`config.mk`:
```
export PLATFORM = sky130hd
export DESIGN_NAME = euclidean_signed_divider_top
export DESIGN_NICKNAME = d
export VERILOG_FILES = /design/src/esd_pkg.sv /design/src/esd_step.sv /design/src/euclidean_signed_divider_top.sv
export SDC_FILE = /design/constraint.sdc
export NUM_CORES = 1
export LEC_CHECK = 0
export ABC_AREA = 1
export BUFFER_PORTS_ARGS = -buffer_cell sky130_fd_sc_hd__buf_2
export CORE_ASPECT_RATIO = 1.5
export CORE_MARGIN = 1
export CORE_UTILIZATION = 47
export CTS_BUF_LIST = sky130_fd_sc_hd__clkbuf_16
export DETAILED_ROUTE_END_ITERATION = 6
export PLACE_DENSITY = 0.64
export RECOVER_POWER = 50
export SLEW_MARGIN = 15
export SYNTH_ARGS = -nofsm -noshare
export SYNTH_HDL_FRONTEND = slang
export SYNTH_SLANG_ARGS = --single-unit
```
`constraint.sdc`:
```
create_clock -name clk_i -period 3.9 [get_ports clk_i]
set_clock_uncertainty 0.2 [all_clocks]
set_input_delay 0.78 -clock clk_i [delete_from_list [all_inputs] [get_ports clk_i]]
set_output_delay 0.78 -clock clk_i [all_outputs]
set_load 0.02 [all_outputs]
```
`src/esd_pkg.sv`:
```
// ----------------------------------------------------------------------------
// esd_pkg
// Shared types and constants of the Euclidean signed divider.
// ----------------------------------------------------------------------------
package esd_pkg;

  localparam int unsigned WIDTH_DEFAULT = 32;

  typedef enum logic [1:0] {
    ST_IDLE,
    ST_RUN,
    ST_FIX
  } state_e;

endpackage

```
`src/esd_step.sv`:
```
// ----------------------------------------------------------------------------
// esd_step
// One restoring division step: shift in a dividend bit, trial subtract the
// divisor magnitude, keep or restore the partial remainder.
// ----------------------------------------------------------------------------
module esd_step #(
  parameter int unsigned Width = esd_pkg::WIDTH_DEFAULT
) (
  input  logic [Width-1:0] rem_i,
  input  logic             msb_i,
  input  logic [Width-1:0] divisor_i,
  output logic [Width-1:0] rem_o,
  output logic             bit_o
);

  logic [Width:0] shifted;
  logic [Width:0] diff;

  assign shifted = {rem_i, msb_i};
  assign diff    = shifted - {1'b0, divisor_i};
  assign bit_o   = ~diff[Width];
  assign rem_o   = bit_o ? diff[Width-1:0] : shifted[Width-1:0];

endmodule

```
`src/euclidean_signed_divider_top.sv`:
```
// ----------------------------------------------------------------------------
// euclidean_signed_divider_top
// Euclidean signed divider: quotient with nonnegative remainder, zero flag,
// saturation of the most negative value divided by minus one.
// ----------------------------------------------------------------------------
//  channel | signals                                   | direction
//  --------+-------------------------------------------+----------
//  in      | in_valid_i, in_ready_o, dividend_i,       | sink
//          | divisor_i                                 |
//  out     | out_valid_o, out_ready_i, quotient_o,     | source
//          | divide_by_zero_o                          |
//
//  An item runs one restoring step per quotient bit through the single
//  shared subtractor, then a sign fixup; a new item is taken only in idle.
//  A zero divisor skips the steps and goes straight to the fixup.
//  Reset clears the sequencer and the output valid; no clearing pass.
//  A stalled output word holds in the output register; the fixup waits for it.
// ----------------------------------------------------------------------------
module euclidean_signed_divider_top #(
  parameter int unsigned Width = esd_pkg::WIDTH_DEFAULT
) (
  input  logic                    clk_i,
  input  logic                    rst_ni,
  input  logic                    in_valid_i,
  output logic                    in_ready_o,
  input  logic signed [Width-1:0] dividend_i,
  input  logic signed [Width-1:0] divisor_i,
  output logic                    out_valid_o,
  input  logic                    out_ready_i,
  output logic signed [Width-1:0] quotient_o,
  output logic                    divide_by_zero_o
);

  localparam int unsigned CntW = $clog2(Width);
  localparam logic [Width-1:0] MaxPos = {1'b0, {(Width-1){1'b1}}};

  esd_pkg::state_e state_q, state_d;
  logic [CntW-1:0]  cnt_q, cnt_d;
  logic [Width-1:0] rem_q, rem_d;
  logic [Width-1:0] quo_q, quo_d;
  logic [Width-1:0] mb_q, mb_d;
  logic             a_neg_q, a_neg_d;
  logic             b_neg_q, b_neg_d;
  logic             dbz_q, dbz_d;
  logic             out_valid_q, out_valid_d;
  logic [Width-1:0] quotient_q, quotient_d;
  logic             dbz_out_q, dbz_out_d;

  logic [Width-1:0] step_rem;
  logic             step_bit;
  logic             accept;
  logic             load_out;
  logic             inc;
  logic [Width:0]   pos_sum;
  logic [Width-1:0] fix_val;

  esd_step #(
    .Width(Width)
  ) u_step (
    .rem_i    (rem_q),
    .msb_i    (quo_q[Width-1]),
    .divisor_i(mb_q),
    .rem_o    (step_rem),
    .bit_o    (step_bit)
  );

  assign accept   = in_valid_i && in_ready_o;
  assign load_out = (state_q == esd_pkg::ST_FIX) && (!out_valid_q || out_ready_i);
  assign inc      = a_neg_q && (rem_q != '0);
  assign pos_sum  = {1'b0, quo_q} + {{Width{1'b0}}, inc};

  always_comb begin
    if (dbz_q) begin
      fix_val = '0;
    end else if (a_neg_q == b_neg_q) begin
      fix_val = (pos_sum > {1'b0, MaxPos}) ? MaxPos : pos_sum[Width-1:0];
    end else if (inc) begin
      fix_val = ~quo_q;
    end else begin
      fix_val = ~quo_q + {{(Width-1){1'b0}}, 1'b1};
    end
  end

  always_comb begin
    state_d     = state_q;
    cnt_d       = cnt_q;
    rem_d       = rem_q;
    quo_d       = quo_q;
    mb_d        = mb_q;
    a_neg_d     = a_neg_q;
    b_neg_d     = b_neg_q;
    dbz_d       = dbz_q;
    out_valid_d = out_valid_q && !out_ready_i;
    quotient_d  = quotient_q;
    dbz_out_d   = dbz_out_q;
    in_ready_o  = 1'b0;
    case (state_q)
      esd_pkg::ST_IDLE: begin
        in_ready_o = 1'b1;
        if (in_valid_i) begin
          a_neg_d = dividend_i[Width-1];
          b_neg_d = divisor_i[Width-1];
          quo_d   = dividend_i[Width-1] ? (~dividend_i + 1'b1) : dividend_i;
          mb_d    = divisor_i[Width-1] ? (~divisor_i + 1'b1) : divisor_i;
          rem_d   = '0;
          cnt_d   = CntW'(Width - 1);
          dbz_d   = (divisor_i == '0);
          state_d = (divisor_i == '0) ? esd_pkg::ST_FIX : esd_pkg::ST_RUN;
        end
      end
      esd_pkg::ST_RUN: begin
        rem_d = step_rem;
        quo_d = {quo_q[Width-2:0], step_bit};
        cnt_d = cnt_q - 1'b1;
        if (cnt_q == '0) begin
          state_d = esd_pkg::ST_FIX;
        end
      end
      esd_pkg::ST_FIX: begin
        if (load_out) begin
          out_valid_d = 1'b1;
          quotient_d  = fix_val;
          dbz_out_d   = dbz_q;
          state_d     = esd_pkg::ST_IDLE;
        end
      end
      default: begin
        state_d = esd_pkg::ST_IDLE;
      end
    endcase
  end

  always_ff @(posedge clk_i or negedge rst_ni) begin
    if (!rst_ni) begin
      state_q     <= esd_pkg::ST_IDLE;
      out_valid_q <= 1'b0;
    end else begin
      state_q     <= state_d;
      out_valid_q <= out_valid_d;
    end
  end

  always_ff @(posedge clk_i) begin
    cnt_q      <= cnt_d;
    rem_q      <= rem_d;
    quo_q      <= quo_d;
    mb_q       <= mb_d;
    a_neg_q    <= a_neg_d;
    b_neg_q    <= b_neg_d;
    dbz_q      <= dbz_d;
    quotient_q <= quotient_d;
    dbz_out_q  <= dbz_out_d;
  end

  assign out_valid_o      = out_valid_q;
  assign quotient_o       = quotient_q;
  assign divide_by_zero_o = dbz_out_q;

  a_dbz_zero: assert property (@(posedge clk_i) disable iff (!rst_ni)
    out_valid_o && divide_by_zero_o |-> quotient_o == '0)
    else $error("divide by zero word carries a nonzero quotient");

  a_accept_busy: assert property (@(posedge clk_i) disable iff (!rst_ni)
    accept |=> (state_q == esd_pkg::ST_RUN || state_q == esd_pkg::ST_FIX))
    else $error("accepted word did not start the sequencer");

  a_rem_bound: assert property (@(posedge clk_i) disable iff (!rst_ni)
    state_q == esd_pkg::ST_RUN |-> rem_q < mb_q)
    else $error("partial remainder reached the divisor magnitude");

endmodule
```
* Word level (Yosys, flattened, before mapping)
Index checks and enable logic that the tools add are counted.
Operators by class: eq/ne operators 6, reduce and logical (&&, ||, !) cells 15, add/sub/neg operators 6, $lt $le $gt $ge 1, muxes and demuxes 20, bitwise gates (word level) 4
Operators by type and width (number):
- $mux 32 | 7
- $pmux 32 s2 | 2
- $add 32x1->32 const B | 3
- $not 32->32 | 3
- $add 32x1->33 | 1
- $gt 33x31->1 const B | 1
- $sub 33x32->33 | 1
- $logic_not 32->1 | 1
- $reduce_bool 32->1 | 1
- $mux 31 | 1
- $pmux 5 s2 | 1
- $mux 2 | 4
- $ne 2x2->1 const B | 3
- $pmux 2 s3 | 1
- $reduce_and 2->1 | 3
- $logic_not 5->1 | 1
- $mux 5 | 1
- $sub 5x1->5 const B | 1
- $logic_and 1x1->1 | 3
- $mux 1 | 3
- $reduce_and 3->1 | 1
- $eq 2x1->1 const B | 1
- $eq 2x2->1 const B | 1
- $logic_not 1->1 | 2
- 5 further kinds | 5
Storage, ports and cells: input bits 68, output and inout bits 35, logic and storage cells 64, bits in registers 140

* Longest topological paths before layout
word-level depth 6, gate-level depth with buffers 19, gate-level depth less buffers 18

* Cells and area by module
A second synthesis with hierarchy kept.
Second synthesis, totals: cell total of the unflattened synthesis 1986, area total of the unflattened synthesis 12831.1 um^2
Modules (own cells, without submodules):
- euclidean_signed_divider_top | cells an instance 1303, times used 1, sequential area each 4189.0 um^2, area each 9668.0 um^2
- esd_step | cells an instance 683, times used 1, sequential area each 0.0 um^2, area each 3163.0 um^2

* Least setup slack after synthesis
Ideal clock, no wire load.
kind flip-flop to flip-flop, start point register rem_q[0], end point register quotient_q[18] (netlist: quotient_o[18]), data pin, data required time 3.443 ns, slack 0.889 ns, clock period less this slack 3.011 ns, cell stages (with the launch flop) 18, data arrival time 2.553 ns, library setup time 0.257 ns, buffers on the path 1, path through edfxtp_1 > inv_1 > nand3_1 > nor2_1 > nand4_1 > nand2_1 > inv_1 > buf_2 > ha_1 > ha_1 > nand2_1 > nor2_4 > nand2_1 > nor2_1 > nand2_1 > xor2_1 > nor3_1 > nor2_1
On the way: cells in the longest elaborated chain, start to end 6, elaborated cells between the ends (all ways) 7, those cells by class 1 x add/sub; 1 x order compare; 3 x mux; 2 x reduce/logical
Ends and longest elaborated chain:
- start, declared | RTL line euclidean_signed_divider_top.sv:39 | logic [Width-1:0] rem_q, rem_d;
- start signal, assigned | RTL line euclidean_signed_divider_top.sv:145 | rem_q <= rem_d;
- $reduce_bool 32->1 * | RTL line euclidean_signed_divider_top.sv:69 | assign inc = a_neg_q && (rem_q != '0);
- $logic_and 1x1->1 * | RTL line euclidean_signed_divider_top.sv:69
- $add 32x1->33 | RTL line euclidean_signed_divider_top.sv:70 | assign pos_sum = {1'b0, quo_q} + {{Width{1'b0}}, inc};
- $gt 33x31->1 | RTL line euclidean_signed_divider_top.sv:76 | fix_val = (pos_sum > {1'b0, MaxPos}) ? MaxPos : pos_sum[Width-1:0];
- $mux 32 | RTL line euclidean_signed_divider_top.sv:76
- $mux 32 * | RTL line euclidean_signed_divider_top.sv:75 | end else if (a_neg_q == b_neg_q) begin
- end signal, assigned | RTL line euclidean_signed_divider_top.sv:151 | quotient_q <= quotient_d;
- end, declared | RTL line euclidean_signed_divider_top.sv:46 | logic [Width-1:0] quotient_q, quotient_d;
Every way passes the cells marked *; elsewhere a longest branch is shown, timed or not. A chain may end at the register's enable or synchronous reset.

* Worst setup path in the final report
start point register quo_q[31], end point register rem_q[20], data pin
On the way: cells in the longest elaborated chain, start to end 3
Ends and longest elaborated chain:
- start, declared | RTL line euclidean_signed_divider_top.sv:40 | logic [Width-1:0] quo_q, quo_d;
- start signal, assigned | RTL line euclidean_signed_divider_top.sv:146 | quo_q <= quo_d;
- $sub 33x32->33 | RTL line esd_step.sv:20 | assign diff = shifted - {1'b0, divisor_i};
- $mux 32 | RTL line esd_step.sv:22 | assign rem_o = bit_o ? diff[Width-1:0] : shifted[Width-1:0];
- $pmux 32 s2 | RTL line euclidean_signed_divider_top.sv:97 | case (state_q)
Every way passes these cells.

==> flow_summary.toml <==
[status]
outcome = "finished, violations left"
violations = "capacitance limit, slew limit"

[layout]
final_core_util_pct = 53.4
final_nets = 2110
drive_gt1_share_pct = 6.75
final_cells = 2350
num-fill-cells = 2722
area_growth_pct = 10.7

[setup_path]
required_ps = 3920
r2r-start = "quo_q[31]"
worstSetupPathType = "flop to flop"
cp-start-kind = "flop"
crit_start = "quo_q[31]"
cp_max_fo = 54
critPathCaptureType = "flop"
cp.arrival_ps = 3650

[sta]
post-route-period-util_pct = 93.2
final_max_slew_viol_count = 93
slew_headroom_pct = -38.0
min_period_ps = 3640
rsz0062_at_grt = "false"
timing.final.ws_setup_ps = 264
whs_ps = 363
hold_viol = 0
fmax_mhz = 275
tightest_slew_ps = 2070
setup_viol = 0
fin_setup_tns_ps = 0

[synth]
yosysTopAreaCell = "edfxtp_1"
yosys_most_used_dff = "edfxtp_1"
yosysWarningCount = 0
netlist_instances = 1916
synthAdderAreaFrac_pct = 3.96
synth_mux_area_share_pct = 0
synth_edf_count = 137
synthesis.nets = 2023
synth.most_common_cell = "nand2_1"
synth_top_area_share_pct = 32.9
async_flop_share_pct = 2.14
synth_simple_gate_area_share_pct = 38.6
syn_area_per_cell_sq_um = 6.53
synth_cell_types = 42
synth_common_cells = "617 x nand2_1, 287 x nor2_1, 264 x inv_1"
synth.ff_latch_count = 140
yosysSeqAreaShare_pct = 33.5
synth_top_family_by_area = "simple AND/OR/NAND/NOR gates"
synthesis.area_sq_mm = 0.0125
synth_compound_area_share_pct = 6.95
ys_top_cells_by_area = "edfxtp_1 33%, nand2_1 19%, nor2_1 8.6%"
synth_xor_area_share_pct = 6.59

[power]
p_leak_nw = 6.58
powerDensity_mw_per_mm2 = 800
power_frac_seq_pct = 28.9
swShare_pct = 51.1
ir_drop_mv = 0.391
intPower_w = 0.00541
power_switching_w = 0.00566
comb_power_share_pct = 55.8
power.share.clock_pct = 15.3

[place]
dp.cells = 2316
place_ws_ps = 326
routabilityCongestion = 1.04
io_buffer_count = 102
dp_hpwl_um = 35700

[clock_tree]
cts_setup_buffers = 0
cts_tree = "built"
cts_htree_levels = 4
cts_made_buffers = 17
clock_path_buffers = 2
path_clk_slew_ps = 70
root_buffer = "clkbuf_16"
clk_latency_ps = 470
cts_sinks = 140

[detailed_routing]
drt_wl_total_um = 44200
drc = 0
firstDrtPassIters = 5
wl_per_cell_um = 18.8
drtIter0Drc = 739
via_count = 12575
ant_nets = 0
vias_per_cell = 5.35

[global_route]
grt_start_max_net_pins = 55
grt_pass1_wl_um = 67900
grt_pass1_vias = 12706
antenna_found_initial = 1
grt_overflow = 0
grtUsageTotal_pct = 33.8

[die]
die_w_um = 135
rows = 72
io_pins = 103
dieArea_sq_mm = 0.0273
start_util_pct = 48.2
die_h_um = 202
core_area_sq_mm = 0.0259

[job]
cap_violations = 3

[worst_hold_path]
worstHoldPathType = "flop to flop"
hold_start = "cnt_q[0]"
## kinds of logic (layout without fill, tap and decap cells)
kind of cell | Yosys count | count (layout)
and+or+nand+nor | 1161 | 1161
buffers and inverters | 321 | 421
AOI/OAI and AO/OA | 163 | 163
DFF | 140 | 140
xor gates and xnor gates | 92 | 92
adders and majority gates | 39 | 39
other | 0 | 1
## flip-flops by register name, indices dropped and copies added, names as in the netlist
name,cells
quotient_o,32
divide_by_zero_o,1
quo_q,32
out_valid_o,1
b_neg_q,1
state_q,2
mb_q,32
cnt_q,5
rem_q,32
a_neg_q,1
dbz_q,1
## cells in the final DEF (no fill, tap or decap), types with 2 or more instances in the layout
cell	instances
nand2_1	616
nor2_1	286
inv_1	264
nand3_1	148
edfxtp_1	137
o21ai_0	72
xor2_1	72
a21oi_1	66
buf_2	64
nand4_1	41
clkbuf_1	41
ha_1	38
nor3_1	33
xnor2_1	19
clkbuf_16	17
buf_4	14
o21bai_1	11
nand3b_1	8
nand2_2	7
a31oi_1	5
clkinvlp_4	4
clkinv_1	3
and2_1	3
or2_2	3
nor4_1	3
nand2_4	3
inv_6	3
dfrtp_1	3
nor3_2	2
o21ai_2	2
o211ai_1	2
a21o_1	2
nor2_2	2
o22ai_1	2
nor2_4	2
nor3b_1	2
clkinv_4	2
bufinv_16	2
inv_8	2
## what timing repair did
item,in CTS,in global routing
gates resized for setup,0,0
hold buffers,1,0
endpoints found under the hold margin,3,0
## area by class of cell
class,count,area (sq um),area share [%]
antenna,1,2.50,0.0181
clock buffer,17,425,3.07
clock inverter,15,165,1.19
inverter,267,1000,7.24
multi-input combinational,1455,7030,50.8
sequential,140,4190,30.3
tap,333,417,3.01
timing repair buffer,122,614,4.44
## critical path, stage by stage, from the launching register on
cell      delay (ps)
edfxtp_1         440
inv_1            210
ha_1             280
fa_1             420
inv_1            130
nand3_1           90
nand2_2          140
nand2_1           80
nand2_2          120
nand2_1           70
nand2_1          130
nand2_1          110
nand2_1           90
nand2_1           80
nand2_4          460
nand2_1          130
nand2_1          110
nor2_1            70
## power groups by stage
| stage | combinational (W) | sequential, W | clock [W] |
|---|---|---|---|
| final | 0.00618 | 0.00320 | 0.00170 |
| after global routing | 0.00696 | 0.00327 | 0.00176 |
| after CTS | 0.00617 | 0.00317 | 0.00171 |
| after detailed placement | 0.00613 | 0.00320 | 0 |
| after global placement | 0.00609 | 0.00318 | 0 |
| after floorplan | 0.00466 | 0.00293 | 0 |
## final timing paths
path	cells past startpoint	slack, ps	to
max in group asynchronous	2	2880	state_q[0]
worst min-delay path	1	360	cnt_q[0]
worst min register to register	1	360	cnt_q[0]
worst max register to register	17	260	rem_q[20]
worst max-delay path	17	260	rem_q[20]
min in group asynchronous	2	470	out_valid_o
## per-stage QoR
stage          total power [W]  area, sq um
3_3_place_gp           0.00928        13300
5_1_grt                 0.0120        13800
6_report                0.0111        13800
4_1_cts                 0.0110        13900
2_1_floorplan          0.00759        12500
3_5_place_dp           0.00933        13300
## layer usage
layer | wire length [um] | GRT usage, %
met5 | 0 | 0
met4 | 4440 | 32.3
met3 | 1250 | 4.59
met2 | 23400 | 63.1
met1 | 15100 | 30.4
Power figures use the tool's default switching activity.
